===== src/sv/tmg_pkg.sv =====
// tmg_pkg: shared types, codes and constants of the touch-to-mouse gesture engine
// used by the frame memory, the divider, the top level and the benches; the stream interface carries its payload types
`default_nettype none
package tmg_pkg;

  localparam int CFG_IDX_W  = 3;
  localparam int CFG_DATA_W = 16;

  localparam int DIV_NUM_W = 25;
  localparam int DIV_DEN_W = 17;
  localparam int SCALE_W   = 9;

  localparam logic [SCALE_W-1:0] SCALE_ONE = 9'd256;
  localparam logic [7:0]  SCAN_MIN   = 8'd15;
  localparam logic [7:0]  SCAN_MAX   = 8'd255;
  localparam logic [31:0] BMS_LIMIT  = 32'd1500;
  localparam logic [31:0] JIT_BTN    = 32'd1009;
  localparam logic [31:0] JIT_PTR    = 32'd209;
  localparam logic [15:0] DIV9_MUL   = 16'd58255;
  localparam int          DIV9_SHIFT = 19;
  localparam logic [14:0] RATIO_MUL  = 15'd25600;
  localparam logic [15:0] MINOR_LO   = 16'd600;
  localparam logic [15:0] MINOR_HI   = 16'd850;
  localparam logic [7:0]  PRS_A_LO   = 8'd20;
  localparam logic [7:0]  PRS_A_HI   = 8'd25;
  localparam logic [7:0]  PRS_B_HI   = 8'd75;
  localparam logic [DIV_DEN_W-1:0] SAMPLE_DEN_A = 17'd750;
  localparam logic [DIV_DEN_W-1:0] SAMPLE_DEN_B = 17'd800;
  localparam logic [DIV_DEN_W-1:0] AVG_DEN      = 17'd3;
  localparam logic [1:0]  NUM_SAMPLES = 2'd3;

  localparam int NUM_ROLES = 5;
  localparam int R_PTR = 0;
  localparam int R_WHL = 1;
  localparam int R_LFT = 2;
  localparam int R_RGT = 3;
  localparam int R_MID = 4;

  localparam logic REPORT_MOUSE = 1'b0;
  localparam logic REPORT_PASS  = 1'b1;

  typedef enum logic [2:0] {
    CFG_X_ORIGIN  = 3'd0,
    CFG_Y_TOP     = 3'd1,
    CFG_TRACK     = 3'd2,
    CFG_NEAR      = 3'd3,
    CFG_CLOSED    = 3'd4,
    CFG_FAR       = 3'd5,
    CFG_DIVISOR   = 3'd6
  } cfg_reg_t;

  typedef enum logic [4:0] {
    S_IDLE, S_TRK_RD, S_TRK_EV, S_DECIDE, S_RP_RD, S_RP_M1, S_RP_M2,
    S_BT_RD, S_BT_SQ, S_BT_EV, S_JIT, S_MO_RD, S_MO_SET, S_MO_DIV,
    S_SCALE, S_SC_DIV, S_OUT, S_PASS_RD, S_PASS_MUL, S_PASS_EMIT, S_FIN
  } state_t;

  typedef struct packed {
    logic [31:0]        frame_time;
    logic               has_fingers;
    logic signed [15:0] pos_x;
    logic signed [15:0] pos_y;
    logic [7:0]         pressure;
    logic [15:0]        tool_major;
    logic [15:0]        tool_minor;
    logic               is_last;
  } in_item_t;

  typedef struct packed {
    logic              report_kind;
    logic [2:0]        buttons;
    logic signed [7:0] delta_x;
    logic signed [7:0] delta_y;
    logic [2:0]        contact_id;
    logic              contact_tip;
    logic [12:0]       contact_x;
    logic [12:0]       contact_y;
    logic [3:0]        contact_count;
    logic [7:0]        scan_time;
    logic              last_of_report;
  } out_item_t;

  typedef struct packed {
    logic signed [15:0] x;
    logic signed [15:0] y;
    logic [7:0]         pressure;
    logic [15:0]        major;
    logic [15:0]        minor;
  } contact_t;

  typedef struct packed {
    logic [7:0]  ratio;
    logic [10:0] length;
  } ptr_lim_t;

  // shape limits of a first pointer, by pressure band
  function automatic ptr_lim_t ptr_limits(input logic [7:0] p);
    ptr_lim_t l;
    if (p < 8'd4) begin
      l = '{ratio: 8'd170, length: 11'd800};
    end else if (p < 8'd8) begin
      l = '{ratio: 8'd160, length: 11'd900};
    end else if (p < 8'd12) begin
      l = '{ratio: 8'd150, length: 11'd1000};
    end else if (p < 8'd16) begin
      l = '{ratio: 8'd145, length: 11'd1200};
    end else begin
      l = '{ratio: 8'd140, length: 11'd1350};
    end
    return l;
  endfunction

  function automatic logic [15:0] mag17(input logic signed [16:0] v);
    logic signed [16:0] a;
    a = (v < 0) ? -v : v;
    return a[15:0];
  endfunction

endpackage
`default_nettype wire


===== src/sv/tmg_frame_mem.sv =====
// tmg_frame_mem: contact store of the frame being evaluated
// one write port, one read port with registered data; uses tmg_pkg
`default_nettype none
module tmg_frame_mem #(
  parameter int DEPTH = 10,
  parameter int AW = 4
) (
  input  logic                clk,
  input  logic                we,
  input  logic [AW-1:0]       waddr,
  input  tmg_pkg::contact_t   wdata,
  input  logic [AW-1:0]       raddr,
  output tmg_pkg::contact_t   rdata
);
  import tmg_pkg::*;

  contact_t mem [DEPTH];

  always_ff @(posedge clk) begin
    if (we) begin
      mem[waddr] <= wdata;
    end
  end

  always_ff @(posedge clk) begin
    rdata <= mem[raddr];
  end
endmodule
`default_nettype wire


===== config.mk =====
export PLATFORM = sky130hd
export DESIGN_NAME = tmg_frame_mem
export DESIGN_NICKNAME = d
export VERILOG_FILES = /design/src/sv/tmg_pkg.sv /design/src/sv/tmg_frame_mem.sv
export SDC_FILE = /design/constraint.sdc
export NUM_CORES = 1
export LEC_CHECK = 0
export BUFFER_PORTS_ARGS = -buffer_cell sky130_fd_sc_hd__buf_2
export CAP_MARGIN = 30
export CORE_MARGIN = 4
export CORE_UTILIZATION = 45
export CTS_BUF_LIST = sky130_fd_sc_hd__clkbuf_8
export CTS_CLUSTER_DIAMETER = 100
export CTS_CLUSTER_SIZE = 25
export DETAILED_ROUTE_END_ITERATION = 10
export GPL_ROUTABILITY_DRIVEN = 0
export SYNTH_ARGS = -nofsm -noshare
export SYNTH_HDL_FRONTEND = slang
export SYNTH_SLANG_ARGS = --single-unit

===== constraint.sdc =====
create_clock -name clk -period 13.6 [get_ports clk]
set_input_delay 2.72 -clock clk [delete_from_list [all_inputs] [get_ports clk]]
set_output_delay 2.72 -clock clk [all_outputs]
set_load 0.02 [all_outputs]

Word-level counts from Yosys, hierarchy flattened:

Memories as Yosys holds them, arrays and structs flattened. A register that Yosys moved wholly into a read port is not among the register bits.
Cells that the tools add are included.

* mux-type cells: 2

Operators by type and width (count)
* two-way mux 1 bit: 2

* register bits: 0
* RAM bits: 720
* input port bits: 82
* output and inout port bits: 72
* logic and storage cells: 3
* memories: 1

Memory list
* mem: words 10, bits a word 72, rd ports 1, clocked after memory_dff 1, wr ports 1, line tmg_frame_mem.sv:17 `contact_t mem [DEPTH];`

Logic depth before layout (Yosys ltp):

Gate-level depths: netlist (run 1).

* depth after elaboration: 2
* mapped depth: 6
* mapped depth without buffers: 3

Worst setup path after synthesis (run 1):

No wires, ideal clock.

* path kind: input -> register
* from: in waddr[2]
* to: mem mem[0][0] in the netlist's numbering, enable pin
* arrival: 8.121 ns
* required time: 13.008 ns
* path slack: 4.887 ns
* cell stages on the path: 2
* buffers on the path: 0
* cell sequence: or3b_2 -> nor3_1

RTL lines
* start, declared: line tmg_frame_mem.sv:10 `input logic [AW-1:0] waddr,`
* end, declared: line tmg_frame_mem.sv:17

Straight into the memory's write port.

Worst setup path in the final report (run 1):

* from: in waddr[3]
* to: mem mem[7][57] in the netlist's numbering, enable pin

Straight into the memory's write port.

==> out/results.txt, run 1 <==
RR Startpoint: mem[5][12]
crit start category: input pin
sw power: 867 uW
Hold Crit Depth: 3
post-layout util: 0.495
YS warnings: 0
VDD IR max: 0.0000877 V
post-cts resize count: 0
first-iteration detailed-routing DRC count: 862
DRT antenna net count: 0
DRC viols: 0
final hold vios: 0
CP required: 13.89 ns
Clock Sinks: 792
hold crit path type: reg -> reg
clock network power share: 0.236
R2R Setup Slk: 12.47 ns
kind of critical path: in -> reg
# setup viols final: 0
Die Area: 70200 um2
core area: 64900 um2
final wirelength: 61700 um
mapped cell area: 29700 um2
total negative slack: 0 ns
CP most frequent cell: buf_4
global-route wire length before repair: 91400 um
PD cells: 123 nW/um2
post-synthesis cell type count: 22
Final nets: 1768
Worst-Skew Late Latency: 0.65 ns
status: finished, final reports clean
unrepaired setup endpoints after global routing: false
H-Tree Depth: 2
Rel. slew slack: 0.362
slowest stage delay, CP: 0.61 ns
Switching Share: 0.220
hold_buf cts: 0
CTS max path bufs: 3
vias in the first global route: 14200
Vias: 14000
Slew Limit Fails: 0
Internal Pwr Total: 3080 uW
Synth area leaders: edfxtp_1, mux2_2, dfxtp_1
Die Ht: 265 um
worst path cell trace: buf_2, nand3b_1, nor2_4, buf_4, buf_4
LEAKAGE: 0.0108 uW
Yosys reg bits: 792
Synth Instances: 1546
crit path launch: waddr[3]
initial antenna violation count: 13
Congestion Overflow GR: 0
gr usage total: 0.172
max-cap viol count: 0
die width: 265 um
Clk Tree Root Cell: clkbuf_8
# fillers: 5341
Reg clk slew, reported paths: 0.14 ns
post-CTS setup buffers: 0
Synth-to-Final Area Change: 8.01%
Comb pwr share: 0.071
hpwl dp: 31300 um
minimum clock period: 4.70 ns
Mean Syn Cell Area: 19.2 um2
destination of the worst hold path: rdata[24]
final worst path period share: 0.346
Rows: 93
initial core utilization: 0.458
top cell type's share of synthesized area: 0.727
CP Max Fanout: 33
largest net degree at the start of global routing: 85
worst reg2reg path depth: 3
worst path arrival time: 4.99 ns
Synth area leader: edfxtp_1
I/O pin total: 154
dpl cells: 2501
port buffer count: 153
fin cells: 2565
Synth Net Count: 1628
share of layout cells above drive strength 1: 0.264
Vias/cell: 5.46
Clock Skew: 0.0185 ns
CTS tree: built
cts bufs inserted: 37
multi-input logic area: 6250 um2
RR Endpoint: rdata[12]
sequential area share after synthesis: 0.776
Avg WL per Cell: 24.1 um
min-delay src: mem[9][24]
f_max: 0.213 GHz
Pre-antenna DRT Iters: 4
CP max stage cell: buf_4
Seq pwr share: 0.693
CP endpoint kind: register
Reg area: 23100 um2
worst-margin pin slew: 0.958 ns
-- stage by stage --
stage / power (uW) / worst slack (ns) / area [um2] / hold WS (ns)
5_1_grt: 4100 / 8.78 / 32100 / 0.617
3_3_place_gp: 3070 / 7.50 / 31400 / 0.559
3_5_place_dp: 3070 / 8.01 / 31500 / 0.559
6_report: 3950 / 8.90 / 32100 / 0.581
4_1_cts: 3990 / 8.76 / 32100 / 0.593
2_1_floorplan: 2960 / 4.89 / 29700 / 0.542
-- worst max-delay path: cells and delay by family --
family                 cells  cell delay [ns]
and+or+nand+nor            2             0.93
buffers and inverters      3             1.30
-- synthesized netlist by cell type, drive strengths merged --
master and instances:
nor2 8, nor2b 1, mux2i 144, o22ai 72, dfxtp 72, o31ai 72
edfxtp 720, clkbuf 38, buf 48, nand3b 2, nand2 74, nor3 3
a22o 72, or3b 1, mux2 216, nand2b 3
-- flip-flops by register name (all words and copies together), names as in the netlist --
register,cells
mem,720
rdata,72
-- cells in the final DEF (no fill, tap or decap), drive strengths merged --
cell type,count
o22ai,72
a22o,72
or3b,1
inv,24
dfxtp,72
nand3b,2
clkbuf,37
mux2,216
nor2b,1
buf,187
nand2,74
o31ai,72
nor3,3
diode,2
mux2i,144
edfxtp,720
nor2,8
nand2b,3
-- power groups by stage --
stage	registers (uW)	clock network, uW	logic [uW]
2_1_floorplan	2810	0	152
3_3_place_gp	2790	0	275
3_5_place_dp	2790	0	283
4_1_cts	2740	973	284
5_1_grt	2740	1060	302
6_report	2730	933	280
-- layout make-up --
class,instances,area share
clock inverters,24,0.00296
well taps,855,0.0333
flip-flops and latches,792,0.718
repair buffers,187,0.0349
clock buffers,37,0.0159
multi-input cells,668,0.195
diodes,2,0.000156
-- how the worst max path moves through the flow --
stage and to:
6_report mem[7][57], 5_1_grt mem[7][26], 4_1_cts rdata[5], 3_5_place_dp rdata[7], 3_3_place_gp rdata[10], 2_1_floorplan mem[0][0]
-- cell families (layout without fill, tap and decap cells) --
group	after synthesis	in the layout	share of synthesized area
compound gates	216	216	0.0641
mux	360	360	0.130
simple gates	92	92	0.0125
flops	792	792	0.776
other cells	0	2	0
buf+inv	86	248	0.0174
-- per-layer routing --
metal	part of all wire	vias to the layer above	track usage
li1	-	6397	-
met1	0.45	7319	0.233
met2	0.50	209	0.297
met3	0.040	69	0.0297
met4	0.012	16	0.0301
met5	0.0018	-	0
Note: power is estimated with default switching activity, not from simulation.
==> inputs of run 2 (changes only) <==
--- a/config.mk
+++ b/config.mk
@@ -5,6 +5,7 @@
 export SDC_FILE = /design/constraint.sdc
 export NUM_CORES = 1
 export LEC_CHECK = 0
+export ABC_AREA = 1
 export BUFFER_PORTS_ARGS = -buffer_cell sky130_fd_sc_hd__buf_2
 export CAP_MARGIN = 30
 export CORE_MARGIN = 4
==> constraint.sdc (replaced) <==
create_clock -name clk -period 3.9 [get_ports clk]
set_input_delay 0.78 -clock clk [delete_from_list [all_inputs] [get_ports clk]]
set_output_delay 0.78 -clock clk [all_outputs]
set_load 0.02 [all_outputs]
==> run 2 against run 1 <==
  * Clock skew increased by 0.0058 ns
  * Wire length increased by 16%
  * Cell area increased by 5.7%
  * Sequential share of layout area decreased by 3.9 points
  * Total power increased to 3.5 times the previous value
  * Via count increased by 39%
  * Critical path type unchanged
  * Highest routed layer unchanged
==> out/results.txt, run 2 <==
Hold Crit Depth: 1
worst reg2reg path depth: 6
RR Startpoint: mem[3][16]
kind of critical path: in -> reg
min-delay src: wdata[52]
Clock Sinks: 792
final wirelength: 71600 um
final hold vios: 0
minimum clock period: 2.13 ns
Die Ht: 273 um
DRT antenna net count: 0
LEAKAGE: 0.0140 uW
Yosys reg bits: 792
CTS max path bufs: 3
Mean Syn Cell Area: 11.1 um2
Comb pwr share: 0.079
Rel. slew slack: 0.289
CP endpoint kind: register
I/O pin total: 154
initial core utilization: 0.456
VDD IR max: 0.000276 V
Switching Share: 0.234
global-route wire length before repair: 110000 um
largest net degree at the start of global routing: 188
PD cells: 411 nW/um2
post-layout util: 0.492
Seq pwr share: 0.683
Pre-antenna DRT Iters: 7
fin cells: 3878
max-cap viol count: 0
Vias/cell: 5.01
post-CTS setup buffers: 0
cts bufs inserted: 37
# fillers: 6144
core area: 69100 um2
post-cts resize count: 0
hold crit path type: in -> reg
Slew Limit Fails: 0
DRC viols: 0
unrepaired setup endpoints after global routing: false
Synth area leader: edfxtp_1
Synth area leaders: edfxtp_1, nand2_1, nand3_1
port buffer count: 153
Synth Net Count: 2911
most frequent cells in the layout: nand2_1, edfxtp_1, inv_1
Clock Skew: 0.0243 ns
Synth-to-Final Area Change: 7.73%
sequential area share after synthesis: 0.732
worst path arrival time: 2.74 ns
sw power: 3270 uW
hold_buf cts: 0
crit start category: input pin
CTS tree: built
Largest Register: mem
Top FF cell, synth: edfxtp_1
multi-input logic area: 6180 um2
Vias: 19400
Die Area: 74300 um2
hpwl dp: 37700 um
share of layout cells above drive strength 1: 0.0822
Largest regs: mem (720), rdata (72)
YS warnings: 0
CP required: 4.51 ns
vias in the first global route: 18900
CP Max Fanout: 157
initial antenna violation count: 7
first-iteration detailed-routing DRC count: 1575
Synth Instances: 2829
EDFF count, synth: 720
status: finished, final reports clean
die width: 273 um
final worst path period share: 0.547
Final nets: 3000
mapped cell area: 31500 um2
max reg flops: 720
Reg area: 23100 um2
Internal Pwr Total: 10700 uW
Congestion Overflow GR: 0
RR Endpoint: rdata[16]
R2R Setup Slk: 2.69 ns
asr flop ratio synth: 0
Worst-Skew Late Latency: 0.67 ns
post-synthesis cell type count: 16
dpl cells: 3810
commonest cells in the netlist: nand2_1, edfxtp_1, inv_1
Avg WL per Cell: 18.5 um
Clk Tree Root Cell: clkbuf_8
top cell type's share of synthesized area: 0.686
gr usage total: 0.190
count leader, synth: nand2_1
f_max: 0.469 GHz
Reg clk slew, reported paths: 0.15 ns
destination of the worst hold path: mem[0][52]
# setup viols final: 0
commonest non-fill, non-tap cell in the layout: nand2_1
H-Tree Depth: 2
Rows: 96
worst-margin pin slew: 1.07 ns
clock network power share: 0.238
[run 2: cell types whose count changed in the layout (fill, tap and decap cells not counted), sizes merged, moves of 144 or more]
| cell | previous run | this run |
|---|---|---|
| inv | 24 | 466 |
| nand2 | 74 | 797 |
| nand3 | 0 | 433 |
| mux2 | 216 | 0 |
| nor2 | 8 | 155 |
| mux2i | 144 | 0 |
[run 2: worst max-delay path by stage]
stage	start	end	cells past startpoint
2_1_floorplan	waddr[2]	mem[4][0]	4
3_3_place_gp	raddr[0]	rdata[30]	8
3_5_place_dp	raddr[0]	rdata[61]	8
4_1_cts	rdata[10]	rdata[10]	1
5_1_grt	raddr[0]	rdata[29]	9
6_report	raddr[0]	rdata[61]	8
[run 2: per-layer routing]
layer	vias to the layer above	GRT usage	wire (um)
li1	9356	-	-
met1	9509	0.261	31700
met2	474	0.325	34700
met3	92	0.0282	3860
met4	6	0.0418	1360
met5	-	0	29
[run 2: power by group through the flow]
stage / Sequential, uW / Combinational (uW) / Clock, uW
final: 9530 / 1100 / 3320
after floorplan: 9810 / 563 / 0
after global routing: 9550 / 1230 / 3740
after global placement: 9720 / 1100 / 0
after CTS: 9530 / 1120 / 3430
after detailed placement: 9720 / 1120 / 0
[run 2: area by class of cell]
cell class | instances | area share
Multi-Input combinational cell | 1458 | 0.182
Tap cell | 931 | 0.0343
Clock buffer | 37 | 0.0150
Clock inverter | 28 | 0.00324
Antenna cell | 3 | 0.000221
Inverter | 439 | 0.0490
Timing Repair Buffer | 190 | 0.0370
Sequential cell | 792 | 0.679
[run 2: cells by family (layout without fill, tap and decap cells)]
family          count (synthesis)  count (layout)  share of synthesized area
compound gates                 72              72                     0.0114
buf+inv                       579             694                     0.0746
flops                         792             792                      0.732
other cells                     0               3                          0
simple gates                 1386            1386                      0.182
[run 2: worst max-delay path: stages]
cell and delay (ns):
buf_8 0.24, clkinv_8 0.56, buf_4 0.47, nand2_1 0.08, nand3_1 0.07, nand3_1 0.13
nand3_1 0.15, nand2_1 0.10
[run 2: through the flow]
step	setup slack [ns]	hold WS [ns]	TNS [ns]	area, um2	total power (uW)
detailed placement	1.12	0.443	0	33300	10800
global route	1.72	0.371	0	34000	14500
floorplan	-0.606	0.426	-389.89	31500	10400
finish	1.77	0.414	0	34000	14000
global placement	1.14	0.439	0	33300	10800
CTS	1.76	0.357	0	34000	14100
