`src/sv/tmg_pkg.sv`:
```
// tmg_pkg: shared types, codes and constants of the touch-to-mouse gesture engine
// used by the frame memory, the divider, the top level and the benches; the stream interface carries its payload types
`default_nettype none
package tmg_pkg;

  localparam int CFG_IDX_W  = 3;
  localparam int CFG_DATA_W = 16;

  localparam int DIV_NUM_W = 25;
  localparam int DIV_DEN_W = 17;
  localparam int SCALE_W   = 9;

  localparam logic [SCALE_W-1:0] SCALE_ONE = 9'd256;
  localparam logic [7:0]  SCAN_MIN   = 8'd15;
  localparam logic [7:0]  SCAN_MAX   = 8'd255;
  localparam logic [31:0] BMS_LIMIT  = 32'd1500;
  localparam logic [31:0] JIT_BTN    = 32'd1009;
  localparam logic [31:0] JIT_PTR    = 32'd209;
  localparam logic [15:0] DIV9_MUL   = 16'd58255;
  localparam int          DIV9_SHIFT = 19;
  localparam logic [14:0] RATIO_MUL  = 15'd25600;
  localparam logic [15:0] MINOR_LO   = 16'd600;
  localparam logic [15:0] MINOR_HI   = 16'd850;
  localparam logic [7:0]  PRS_A_LO   = 8'd20;
  localparam logic [7:0]  PRS_A_HI   = 8'd25;
  localparam logic [7:0]  PRS_B_HI   = 8'd75;
  localparam logic [DIV_DEN_W-1:0] SAMPLE_DEN_A = 17'd750;
  localparam logic [DIV_DEN_W-1:0] SAMPLE_DEN_B = 17'd800;
  localparam logic [DIV_DEN_W-1:0] AVG_DEN      = 17'd3;
  localparam logic [1:0]  NUM_SAMPLES = 2'd3;

  localparam int NUM_ROLES = 5;
  localparam int R_PTR = 0;
  localparam int R_WHL = 1;
  localparam int R_LFT = 2;
  localparam int R_RGT = 3;
  localparam int R_MID = 4;

  localparam logic REPORT_MOUSE = 1'b0;
  localparam logic REPORT_PASS  = 1'b1;

  typedef enum logic [2:0] {
    CFG_X_ORIGIN  = 3'd0,
    CFG_Y_TOP     = 3'd1,
    CFG_TRACK     = 3'd2,
    CFG_NEAR      = 3'd3,
    CFG_CLOSED    = 3'd4,
    CFG_FAR       = 3'd5,
    CFG_DIVISOR   = 3'd6
  } cfg_reg_t;

  typedef enum logic [4:0] {
    S_IDLE, S_TRK_RD, S_TRK_EV, S_DECIDE, S_RP_RD, S_RP_M1, S_RP_M2,
    S_BT_RD, S_BT_SQ, S_BT_EV, S_JIT, S_MO_RD, S_MO_SET, S_MO_DIV,
    S_SCALE, S_SC_DIV, S_OUT, S_PASS_RD, S_PASS_MUL, S_PASS_EMIT, S_FIN
  } state_t;

  typedef struct packed {
    logic [31:0]        frame_time;
    logic               has_fingers;
    logic signed [15:0] pos_x;
    logic signed [15:0] pos_y;
    logic [7:0]         pressure;
    logic [15:0]        tool_major;
    logic [15:0]        tool_minor;
    logic               is_last;
  } in_item_t;

  typedef struct packed {
    logic              report_kind;
    logic [2:0]        buttons;
    logic signed [7:0] delta_x;
    logic signed [7:0] delta_y;
    logic [2:0]        contact_id;
    logic              contact_tip;
    logic [12:0]       contact_x;
    logic [12:0]       contact_y;
    logic [3:0]        contact_count;
    logic [7:0]        scan_time;
    logic              last_of_report;
  } out_item_t;

  typedef struct packed {
    logic signed [15:0] x;
    logic signed [15:0] y;
    logic [7:0]         pressure;
    logic [15:0]        major;
    logic [15:0]        minor;
  } contact_t;

  typedef struct packed {
    logic [7:0]  ratio;
    logic [10:0] length;
  } ptr_lim_t;

  // shape limits of a first pointer, by pressure band
  function automatic ptr_lim_t ptr_limits(input logic [7:0] p);
    ptr_lim_t l;
    if (p < 8'd4) begin
      l = '{ratio: 8'd170, length: 11'd800};
    end else if (p < 8'd8) begin
      l = '{ratio: 8'd160, length: 11'd900};
    end else if (p < 8'd12) begin
      l = '{ratio: 8'd150, length: 11'd1000};
    end else if (p < 8'd16) begin
      l = '{ratio: 8'd145, length: 11'd1200};
    end else begin
      l = '{ratio: 8'd140, length: 11'd1350};
    end
    return l;
  endfunction

  function automatic logic [15:0] mag17(input logic signed [16:0] v);
    logic signed [16:0] a;
    a = (v < 0) ? -v : v;
    return a[15:0];
  endfunction

endpackage
`default_nettype wire

```
`src/sv/tmg_div.sv`:
```
// tmg_div: restoring divider, one quotient bit per cycle
// widths from tmg_pkg
`default_nettype none
module tmg_div (
  input  logic                              clk,
  input  logic                              rst,
  input  logic                              start,
  input  logic [tmg_pkg::DIV_NUM_W-1:0]     num,
  input  logic [tmg_pkg::DIV_DEN_W-1:0]     den,
  output logic                              busy,
  output logic                              done,
  output logic [tmg_pkg::DIV_NUM_W-1:0]     quo
);
  import tmg_pkg::*;

  localparam int CW = $clog2(DIV_NUM_W + 1);

  logic [DIV_DEN_W-1:0] rem;
  logic [DIV_DEN_W-1:0] dvs;
  logic [CW-1:0]        cnt;
  logic [DIV_DEN_W:0]   shifted;
  logic [DIV_DEN_W:0]   diff;

  assign shifted = {rem, quo[DIV_NUM_W-1]};
  assign diff    = shifted - {1'b0, dvs};

  always_ff @(posedge clk) begin
    if (rst) begin
      busy <= 1'b0;
      done <= 1'b0;
      cnt  <= '0;
    end else begin
      done <= 1'b0;
      if (start) begin
        busy <= 1'b1;
        cnt  <= CW'(DIV_NUM_W);
        rem  <= '0;
        quo  <= num;
        dvs  <= den;
      end else if (busy) begin
        if (shifted >= {1'b0, dvs}) begin
          rem <= diff[DIV_DEN_W-1:0];
          quo <= {quo[DIV_NUM_W-2:0], 1'b1};
        end else begin
          rem <= shifted[DIV_DEN_W-1:0];
          quo <= {quo[DIV_NUM_W-2:0], 1'b0};
        end
        cnt <= cnt - CW'(1);
        if (cnt == CW'(1)) begin
          busy <= 1'b0;
          done <= 1'b1;
        end
      end
    end
  end
endmodule
`default_nettype wire

```
`config.mk`:
```
export PLATFORM = sky130hd
export DESIGN_NAME = tmg_div
export DESIGN_NICKNAME = d
export VERILOG_FILES = /design/src/sv/tmg_pkg.sv /design/src/sv/tmg_div.sv
export SDC_FILE = /design/constraint.sdc
export NUM_CORES = 1
export LEC_CHECK = 0
export ABC_CLOCK_PERIOD_IN_PS = 9700
export BUFFER_PORTS_ARGS = -buffer_cell sky130_fd_sc_hd__clkbuf_2
export CAP_MARGIN = 30
export CORE_AREA = 10 10 93 103
export DETAILED_ROUTE_END_ITERATION = 6
export DIE_AREA = 0 0 103 113
export GPL_TIMING_DRIVEN = 0
export PLACE_DENSITY = 0.72
export SLEW_MARGIN = 10
export SYNTH_ARGS = -nofsm -noshare
export SYNTH_HDL_FRONTEND = slang
export SYNTH_SLANG_ARGS = --single-unit
```
`constraint.sdc`:
```
create_clock -name clk -period 9.7 [get_ports clk]
set_clock_uncertainty 0.2 [all_clocks]
set_input_delay 0.97 -clock clk [delete_from_list [all_inputs] [get_ports clk]]
set_output_delay 0.97 -clock clk [all_outputs]
set_load 0.1 [all_outputs]
```
Word level (Yosys, flattened, before mapping)
Cells that the tools add are included.
- add/sub/neg operators: 2
- $lt $le $gt $ge: 1
- multiplexer cells: 11
- multipliers: 0
- reductions and logical operators: 5
- div/mod/pow operators: 0
- shifts and indexed selects: 0
- equal/unequal tests: 1
- bitwise gates (word level): 2
- operator list (operator ; count):
    $mux W25 ; 2
    $mux W17 ; 2
    $ge A18 B17 Y1 ; 1
    $sub A17 B17 Y17 ; 1
    $mux W5 ; 2
    $eq A5 B1 Y1 const B ; 1
    $mux W1 ; 5
    $sub A5 B1 Y5 const B ; 1
    $reduce_and A2 Y1 ; 2
    $reduce_or A3 Y1 ; 1
    $not A1 Y1 ; 2
    $reduce_bool A2 Y1 ; 1
    $reduce_or A2 Y1 ; 1
- flip-flop bits (word level): 66
- latch bits: 0
- bits in read-only memories: 0
- input port bits: 45
- memory bits (writable): 0
- memories kept: 0

Longest topological paths before layout
Gate-level depths: netlist of the first run.
- depth in word-level cells: 4
- depth in mapped cells: 11
- mapped depth without buffers: 10

Worst setup path after synthesis of the first run
Ideal clock, no wire load.
- path kind: input -> register
- start: input port start
- end: register quo[0] in the netlist's numbering, enable pin
- stages: 4
- slack: 5.820 ns
- path buffers: 2
- arrival: 3.239 ns
- library setup time: 0.442 ns
- cell sequence: buf_6 clkbuf_1 nor2_1 nor2_1
- word-level cells in the longest chain between the ends: 2
- ends and longest elaborated chain (item ; line ; RTL):
    start, declared ; tmg_div.sv:7 ; input logic start,
    $reduce_bool A2 Y1 (no line) ; n/a ;
    $reduce_and A2 Y1 (no line) ; n/a ;
    end signal, assigned ; tmg_div.sv:38 ; quo <= num;
    end signal, assigned ; tmg_div.sv:43 ; quo <= {quo[DIV_NUM_W-2:0], 1'b1};
    end signal, assigned ; tmg_div.sv:46 ; quo <= {quo[DIV_NUM_W-2:0], 1'b0};
    end, declared ; tmg_div.sv:12 ; output logic [tmg_pkg::DIV_NUM_W-1:0] quo
No other way between the ends.
A chain may end at the register's enable or synchronous reset.

Final worst setup path of the first run
- start: register quo[24] in the netlist's numbering
- end: register rem[7], data pin
- word-level cells in the longest chain between the ends: 3
- elaborated cells on any way between the ends: 4
- classes of those cells: add/sub: 1; order compare: 1; mux: 2
- ends and longest elaborated chain (item ; line ; RTL):
    $sub A17 B17 Y17 or $ge A18 B17 Y1 (tied branches) ; tmg_div.sv:25, tmg_div.sv:41 ;
    $mux W17 (*) ; tmg_div.sv:41 ; if (shifted >= {1'b0, dvs}) begin
    $mux W17 (*) ; tmg_div.sv:40 ; end else if (busy) begin
    end signal, assigned ; tmg_div.sv:42 ; rem <= diff[DIV_DEN_W-1:0];
    end signal, assigned ; tmg_div.sv:45 ; rem <= shifted[DIV_DEN_W-1:0];
    end, declared ; tmg_div.sv:18 ; logic [DIV_DEN_W-1:0] rem;
Mark *: on every way between the ends. The rest lies on a longest branch, timed or not. The select of a mux whose other input is x is not followed.

==> impl_summary.log, run 1 <==
INFO  metric critPathMaxStageDelay = around 0.42 ns
INFO  metric post-route-drc-count = 0
INFO  metric post_synthesis_simple_gate_area_fraction = 0.117
INFO  metric cts_resized = 0
INFO  metric worst_path_max_delay_cell = edfxtp_1
INFO  metric slew_headroom = 0.606
INFO  metric detail_route.first_pass.iterations = 4
INFO  metric synth_area_per_inst = roughly 12 um^2
INFO  metric timing.hold.worst.class = flip-flop to flip-flop
INFO  metric post_dp_cell_area = approximately 0.0041 mm^2
INFO  metric async_flop_share = 0
INFO  metric mostFrequentLayoutCells = clkbuf_2, edfxtp_1, mux2_2
INFO  metric worstRegToRegCells = 10
INFO  metric mappedNetlistNets = roughly 380
INFO  metric via_count = 2,782
INFO  metric fin_tns_setup = 0 ns
INFO  metric cts_post_setup_buffers_inserted = 0
INFO  metric floorplan.die_area = 0.0116 mm^2
INFO  metric core = 0.00743 mm^2
INFO  metric crit_arrival = 2.98 ns
INFO  metric antenna_found_initial = 0
INFO  metric gp_congestion = 0.867
INFO  metric hold_path_end = cnt[1]
INFO  metric most_common_cell_after_layout_fill_and_taps_aside = clkbuf_2
INFO  metric achievable-frequency = approximately 320 MHz
INFO  metric sequential_to_total_area_share_from_yosys_stat = 0.524
INFO  metric synth_area_leader_cell = edfxtp_1
INFO  metric synth_edf_count = between 50 and 60
INFO  metric layout.nets = 461
INFO  metric finish.cell_count_without_fillers = 488
INFO  metric clock_tree.htree_level_count = 3
INFO  metric powerDensity = 191 mW/mm^2
INFO  metric io-pin-count = 72
INFO  metric hold_viol = 0
INFO  metric drv.max_cap_violation_count = 0
INFO  metric p_leak = ~1.8 nW
INFO  metric std_cell_rows = 33
INFO  metric largest_family_of_logic_cells_by_synthesized_area = compound AO/OA/AOI/OAI gates
INFO  metric synth_fa_ha_area_frac = 0.0706
INFO  metric tritoncts_num_sinks = 66
INFO  metric synthTopCellsByArea = edfxtp_1, mux2_2, ha_1, dfxtp_1, a21oi_1
INFO  metric overall_power_of_the_completed_layout = between 0.8 and 0.9 mW
INFO  metric finalSetupViolations = 0
INFO  metric total_global_routing_track_utilization = 0.149
INFO  metric cp_common_cell = inv_1
INFO  metric remaining_global_route_overflow = 0
INFO  metric layout.core_utilization = 0.588
INFO  metric cts-hold-fix-buffers = 0
INFO  metric clkLatencyLatePin = about 0.34 ns
INFO  metric initial_utilization = 0.491
INFO  metric drive_above_1_share = 0.322
INFO  metric yosys-mux-area-fraction = 0.0772
INFO  metric finalWirelength = 8.38 mm
INFO  metric worst_hold_path.num_cells = 2
INFO  metric crit_chain = inv_1, ha_1, inv_1, fa_1, a21o_1, a221o_1, a21oi_4, a31oi_2, o21ai_1, o32ai_1
INFO  metric timing_worst_slew_pin_value = just under 0.6 ns
INFO  metric area.growth.synth_to_final = 19.7%
INFO  metric insertedDiodeCount = 0
INFO  metric final_report_max_slew_violation_count = 0
INFO  metric portbufs = a little under 70
INFO  metric timing.reg2reg.setup_slack = between 6 and 7 ns
INFO  metric avgViaCountPerCell = about 5.7
INFO  metric timing.critical_path.fanout_max = 5
INFO  metric netlist.area_leader.share = 0.486
INFO  metric critical_path_class = flip-flop to flip-flop
INFO  metric place_worst_setup_slack = approximately 6.6 ns
INFO  metric dpl.cell_count = approximately 470
INFO  metric clkSlewWorstSetupHoldPaths = around 0.08 ns
INFO  metric nFillCells = approximately 660
INFO  metric cts_root_buffer = clkbuf_8
INFO  metric crit-reg2reg-capture = rem[7]
INFO  metric ctsLongestPathBuffers = 2
INFO  metric final-seq-area = approximately 0.0019 mm^2
INFO  metric timing.rr.start = quo[24]
INFO  metric grt_start_max_net_pins = 27
INFO  metric hp-start = cnt[1]
INFO  metric detail-route-antenna-nets = 0
INFO  metric avgRoutedWirePerCell = 17.2 um
INFO  metric dieHeight = approximately 110 um
INFO  metric grt_pass1_wl = around 14 mm
INFO  metric result_of_the_run = complete, no violations
INFO  metric worstPathRequired = ~9.6 ns
INFO  metric ys.flop_type = edfxtp_1
INFO  metric finalWorstSetupSlack = around 6.6 ns
INFO  metric critPathCaptureType = flip-flop
INFO  metric synthDistinctLibCells = 56
INFO  metric area_of_combinational_cells_with_multiple_inputs = 0.00159 mm^2
INFO  metric first_global_vias = about 3k
INFO  metric synth_xor_area_frac = 0.0264
INFO  metric yosys_warnings = 0
INFO  metric hold_ws = roughly 0.34 ns
INFO  metric rsz0062_at_grt = false
INFO  metric power.ir.vdd_worst = around 0.12 mV
INFO  metric dpl.hpwl = between 6 and 7 mm
INFO  metric synth.cell_area = ~0.0036 mm^2
INFO  metric cts_buf_count = 9
INFO  metric syn_inst = approximately 310
INFO  metric drt_iter0_drc = roughly 180
INFO  metric fin_crit_share = 0.321
INFO  metric cts_tree = done
INFO  metric die_w = about 100 um
INFO  metric crit_path_start_kind = flip-flop
INFO  metric final_design_area_no_fill = 0.00437 mm^2
INFO  metric compound_cell_area_share_of_the_yosys_netlist = 0.141
INFO  metric finalWorstPathRequiredPeriod = roughly 3.1 ns
INFO  metric ys_ff_latch = between 60 and 70
-- worst max-delay path by stage --
stage	slack [ns]	endpoint	startpoint
floorplan	5.82	quo[0]	start
global placement	4.81	rem[7]	start
detailed placement	6.62	rem[9]	quo[24]
CTS	6.60	rem[9]	quo[24]
global route	6.44	rem[7]	quo[24]
finish	6.58	rem[7]	quo[24]
-- cell usage after synthesis, types with 2 or more instances --
| library cell | n |
|---|---|
| edfxtp_1 | 59 |
| mux2_2 | 25 |
| inv_1 | 23 |
| a21oi_1 | 21 |
| ha_1 | 19 |
| nor2_1 | 19 |
| nand2_1 | 18 |
| nor3_1 | 14 |
| nand3_1 | 13 |
| o21ai_0 | 9 |
| xnor2_1 | 8 |
| dfxtp_1 | 7 |
| a211oi_1 | 6 |
| clkbuf_1 | 6 |
| a21o_1 | 5 |
| o21a_1 | 5 |
| and3_1 | 4 |
| a211o_1 | 3 |
| buf_6 | 3 |
| xor2_1 | 3 |
| buf_4 | 2 |
| nor2b_1 | 2 |
| nor4b_1 | 2 |
| o211ai_1 | 2 |
| o21ai_1 | 2 |
| o22ai_1 | 2 |
| o32ai_1 | 2 |
| or3_1 | 2 |
-- worst max-delay path: cells and delay by family, from the launching register on --
| kind | cells | cell delay, ns |
|---|---|---|
| buffers and inverters | 2 | 0.13 |
| adders and majority gates | 2 | 0.57 |
| DFF | 1 | 0.42 |
| AOI/OAI and AO/OA | 6 | 1.53 |
-- cells by family (layout without fill, tap and decap cells) --
kind of cell / Yosys count / after routing
DFF: 66 / 66
buffers and inverters: 35 / 122
muxes: 25 / 25
adders and majority gates: 20 / 20
AOI/OAI and AO/OA: 73 / 73
and+or+nand+nor: 84 / 84
xor gates and xnor gates: 11 / 11
-- where the power goes --
part           switching (mW)  internal (mW)
logic                   0.148         0.0782
registers              0.0120          0.338
clock network           0.110          0.147
total                   0.270          0.563
-- layout make-up --
class,instances,area share
Timing Repair Buffer,71,0.0862
Sequential cell,66,0.438
Buffer,11,0.0163
Multi-Input combinational cell,213,0.363
Clock buffer,9,0.0284
Clock inverter,7,0.0229
Tap cell,87,0.0249
Inverter,24,0.0206
-- layer usage --
layer  wire (um)  GRT usage
met1        3360      0.167
met2        4050      0.243
met3         869     0.0724
met5           0          0
met4         101     0.0464
-- flip-flops by register name, summed over array words and instances (netlist names) --
register  cells
quo          25
dvs          17
rem          17
cnt           5
busy          1
done          1
Note: power is estimated with default switching activity, not from simulation.
==> inputs of run 2 (changes only) <==
--- a/config.mk
+++ b/config.mk
@@ -5,14 +5,14 @@
 export SDC_FILE = /design/constraint.sdc
 export NUM_CORES = 1
 export LEC_CHECK = 0
-export ABC_CLOCK_PERIOD_IN_PS = 9700
+export ABC_CLOCK_PERIOD_IN_PS = 2700
 export BUFFER_PORTS_ARGS = -buffer_cell sky130_fd_sc_hd__clkbuf_2
 export CAP_MARGIN = 30
 export CORE_AREA = 10 10 93 103
 export DETAILED_ROUTE_END_ITERATION = 6
 export DIE_AREA = 0 0 103 113
 export GPL_TIMING_DRIVEN = 0
-export PLACE_DENSITY = 0.72
+export PLACE_DENSITY = 0.75
 export SLEW_MARGIN = 10
 export SYNTH_ARGS = -nofsm -noshare
 export SYNTH_HDL_FRONTEND = slang
==> constraint.sdc (replaced) <==
create_clock -name clk -period 2.7 [get_ports clk]
set_clock_uncertainty 0.2 [all_clocks]
set_input_delay 0.27 -clock clk [delete_from_list [all_inputs] [get_ports clk]]
set_output_delay 0.27 -clock clk [all_outputs]
set_load 0.1 [all_outputs]
==> run 2 against run 1 <==
  * The flow now finishes with violations (setup timing)
  * Final cell count increased by 6.8%
  * First-iteration DRC count decreased by 4.0%
  * Die area unchanged
  * Clock power increased to 3.5 times the previous value
  * Critical path depth increased by 1
  * Count of clock-buffer cells in the layout increased by 3
  * Sequential cell count unchanged
  * Design area increased by 10%
  * Critical path type unchanged
  * Sequential power increased to 3.6 times the previous value
  * Worst setup slack got worse by 6.8 ns
  * Largest power group unchanged
  * Core utilization increased by 5.9 points
==> impl_summary.log, run 2 (same netlist as run 1, synthesis figures left out) <==
INFO  metric timing.rr.start = quo[24]
INFO  metric finalSetupViolations = 18
INFO  metric failing_checks = setup timing
INFO  metric core = 0.00743 mm^2
INFO  metric dieHeight = about 110 um
INFO  metric finalWorstSetupSlack = -0.249 ns
INFO  metric max_flop_register = quo
INFO  metric grt_start_max_net_pins = 25
INFO  metric dpl.hpwl = between 6 and 7 mm
INFO  metric drv.max_cap_violation_count = 0
INFO  metric worstSetupStartpoint = quo[24]
INFO  metric cts_root_buffer = clkbuf_8
INFO  metric timing.critical_path.fanout_max = 5
INFO  metric worstPathRequired = 2.59 ns
INFO  metric total_global_routing_track_utilization = 0.167
INFO  metric hold_viol = 0
INFO  metric hp-start = num[15]
INFO  metric clock_tree.htree_level_count = 3
INFO  metric crit_path_start_kind = flip-flop
INFO  metric slew_headroom = 0.482
INFO  metric avgRoutedWirePerCell = about 18 um
INFO  metric cts_tree = done
INFO  metric finalWirelength = about 9.6 mm
INFO  metric ctsLongestPathBuffers = 2
INFO  metric finalWorstPathRequiredPeriod = approximately 2.9 ns
INFO  metric grt_pass1_wl = around 15 mm
INFO  metric rsz0062_at_grt = true
INFO  metric largest_register_ffs = 25
INFO  metric most_common_cell_after_layout_fill_and_taps_aside = clkbuf_2
INFO  metric initial_utilization = 0.491
INFO  metric final_report_max_slew_violation_count = 0
INFO  metric largest_registers = quo x25, dvs x17, rem x17
INFO  metric area.growth.synth_to_final = 31.7%
INFO  metric io-pin-count = between 70 and 80
INFO  metric remaining_global_route_overflow = 0
INFO  metric detail_route.first_pass.iterations = 4
INFO  metric via_count = about 2.9k
INFO  metric first_global_vias = around 3.1k
INFO  metric nFillCells = 566
INFO  metric timing.reg2reg.setup_slack = -0.25 ns
INFO  metric timing_worst_slew_pin_value = slightly below 0.8 ns
INFO  metric gp_congestion = between 0.9 and 1
INFO  metric layout.core_utilization = 0.646
INFO  metric crit_arrival = ~2.8 ns
INFO  metric drt_iter0_drc = 168
INFO  metric cts_buf_count = 9
INFO  metric die_w = around 100 um
INFO  metric p_leak = 1.97 nW
INFO  metric dpl.cell_count = ~470
INFO  metric finish.cell_count_without_fillers = between 500 and 600
INFO  metric critical_path_class = flip-flop to flip-flop
INFO  metric clkLatencyLatePin = roughly 0.36 ns
INFO  metric detail-route-antenna-nets = 0
INFO  metric timing.hold.worst.class = input pin to flip-flop
INFO  metric critPathCaptureType = flip-flop
INFO  metric floorplan.die_area = 0.0116 mm^2
INFO  metric power.ir.vdd_worst = around 0.53 mV
INFO  metric insertedDiodeCount = 0
INFO  metric std_cell_rows = 33
INFO  metric layout.nets = between 400 and 500
INFO  metric clkSlewWorstSetupHoldPaths = about 0.090 ns
INFO  metric drive_above_1_share = 0.371
INFO  metric tritoncts_num_sinks = 66
INFO  metric mostFrequentLayoutCells = clkbuf_2, edfxtp_1, mux2_2
INFO  metric antenna_found_initial = 0
INFO  metric portbufs = 69
INFO  metric result_of_the_run = finished with violations
INFO  metric fin_crit_share = 1.09
INFO  metric hold_ws = 0.00749 ns
INFO  metric achievable-frequency = between 300 and 400 MHz
INFO  metric avgViaCountPerCell = 5.64
INFO  metric post-route-drc-count = 0
INFO  metric powerDensity = between 600 and 700 mW/mm^2
## run 2: metrics by stage
| step | area (um^2) | worst slack, ns | power (mW) | setup TNS [ns] |
|---|---|---|---|---|
| final | 4800 | -0.249 | 3.09 | -3.31 |
| after global placement | 4120 | -0.261 | 2.07 | -3.70 |
| after CTS | 4700 | -0.224 | 3.04 | -3.43 |
| after global routing | 4800 | -0.318 | 3.22 | -4.80 |
| after detailed placement | 4160 | -0.362 | 2.10 | -5.30 |
| after floorplan | 3670 | -0.537 | 1.91 | -8.16 |
## run 2: final cells by class
class                      count  area [um^2]  area share
clock inverter                 4         31.3     0.00651
timing repair buffer         104          688       0.143
buffer                        11         75.1      0.0156
sequential                    66         1910       0.398
tap                           87          109      0.0227
clock buffer                  12          178      0.0370
multi-input combinational    213         1720       0.358
inverter                      24         90.1      0.0188
## run 2: final timing paths
path	to	depth (start not counted)
setup / recovery	rem[7]	11
hold / removal	quo[15]	2
setup reg to reg	rem[7]	11
hold reg to reg	cnt[1]	2
## run 2: what timing repair did
action / 4_1_cts / 5_1_grt
endpoints found under the hold margin: 17 / 1
buffers inserted: 10 / 4
hold buffers: 17 / 1
gates resized for setup: 19 / 16
pin swaps: 9 / 9
endpoints found under the setup margin: 18 / 18
cloned: 1 / 0
## run 2: power breakdown
part	total (mW)	switching, mW	internal [mW]
Clock	0.887	0.437	0.450
Sequential	1.26	0.0469	1.22
Combinational	0.943	0.590	0.352
Total	3.09	1.07	2.02
## run 2: layer usage
metal,track usage,part of all wire
met1,0.196,0.41
met2,0.269,0.48
met3,0.0724,0.092
met4,0.0511,0.017
met5,0,0
## run 2: critical path, stage by stage (launching register included)
cell and delay [ns]:
edfxtp_1 0.41, inv_2 0.11, ha_4 0.15, inv_2 0.04, fa_2 0.35, a21o_1 0.23, a221o_1 0.36, a21oi_4 0.22
a31oi_4 0.15, buf_4 0.18, o21ai_4 0.18, o32ai_1 0.12
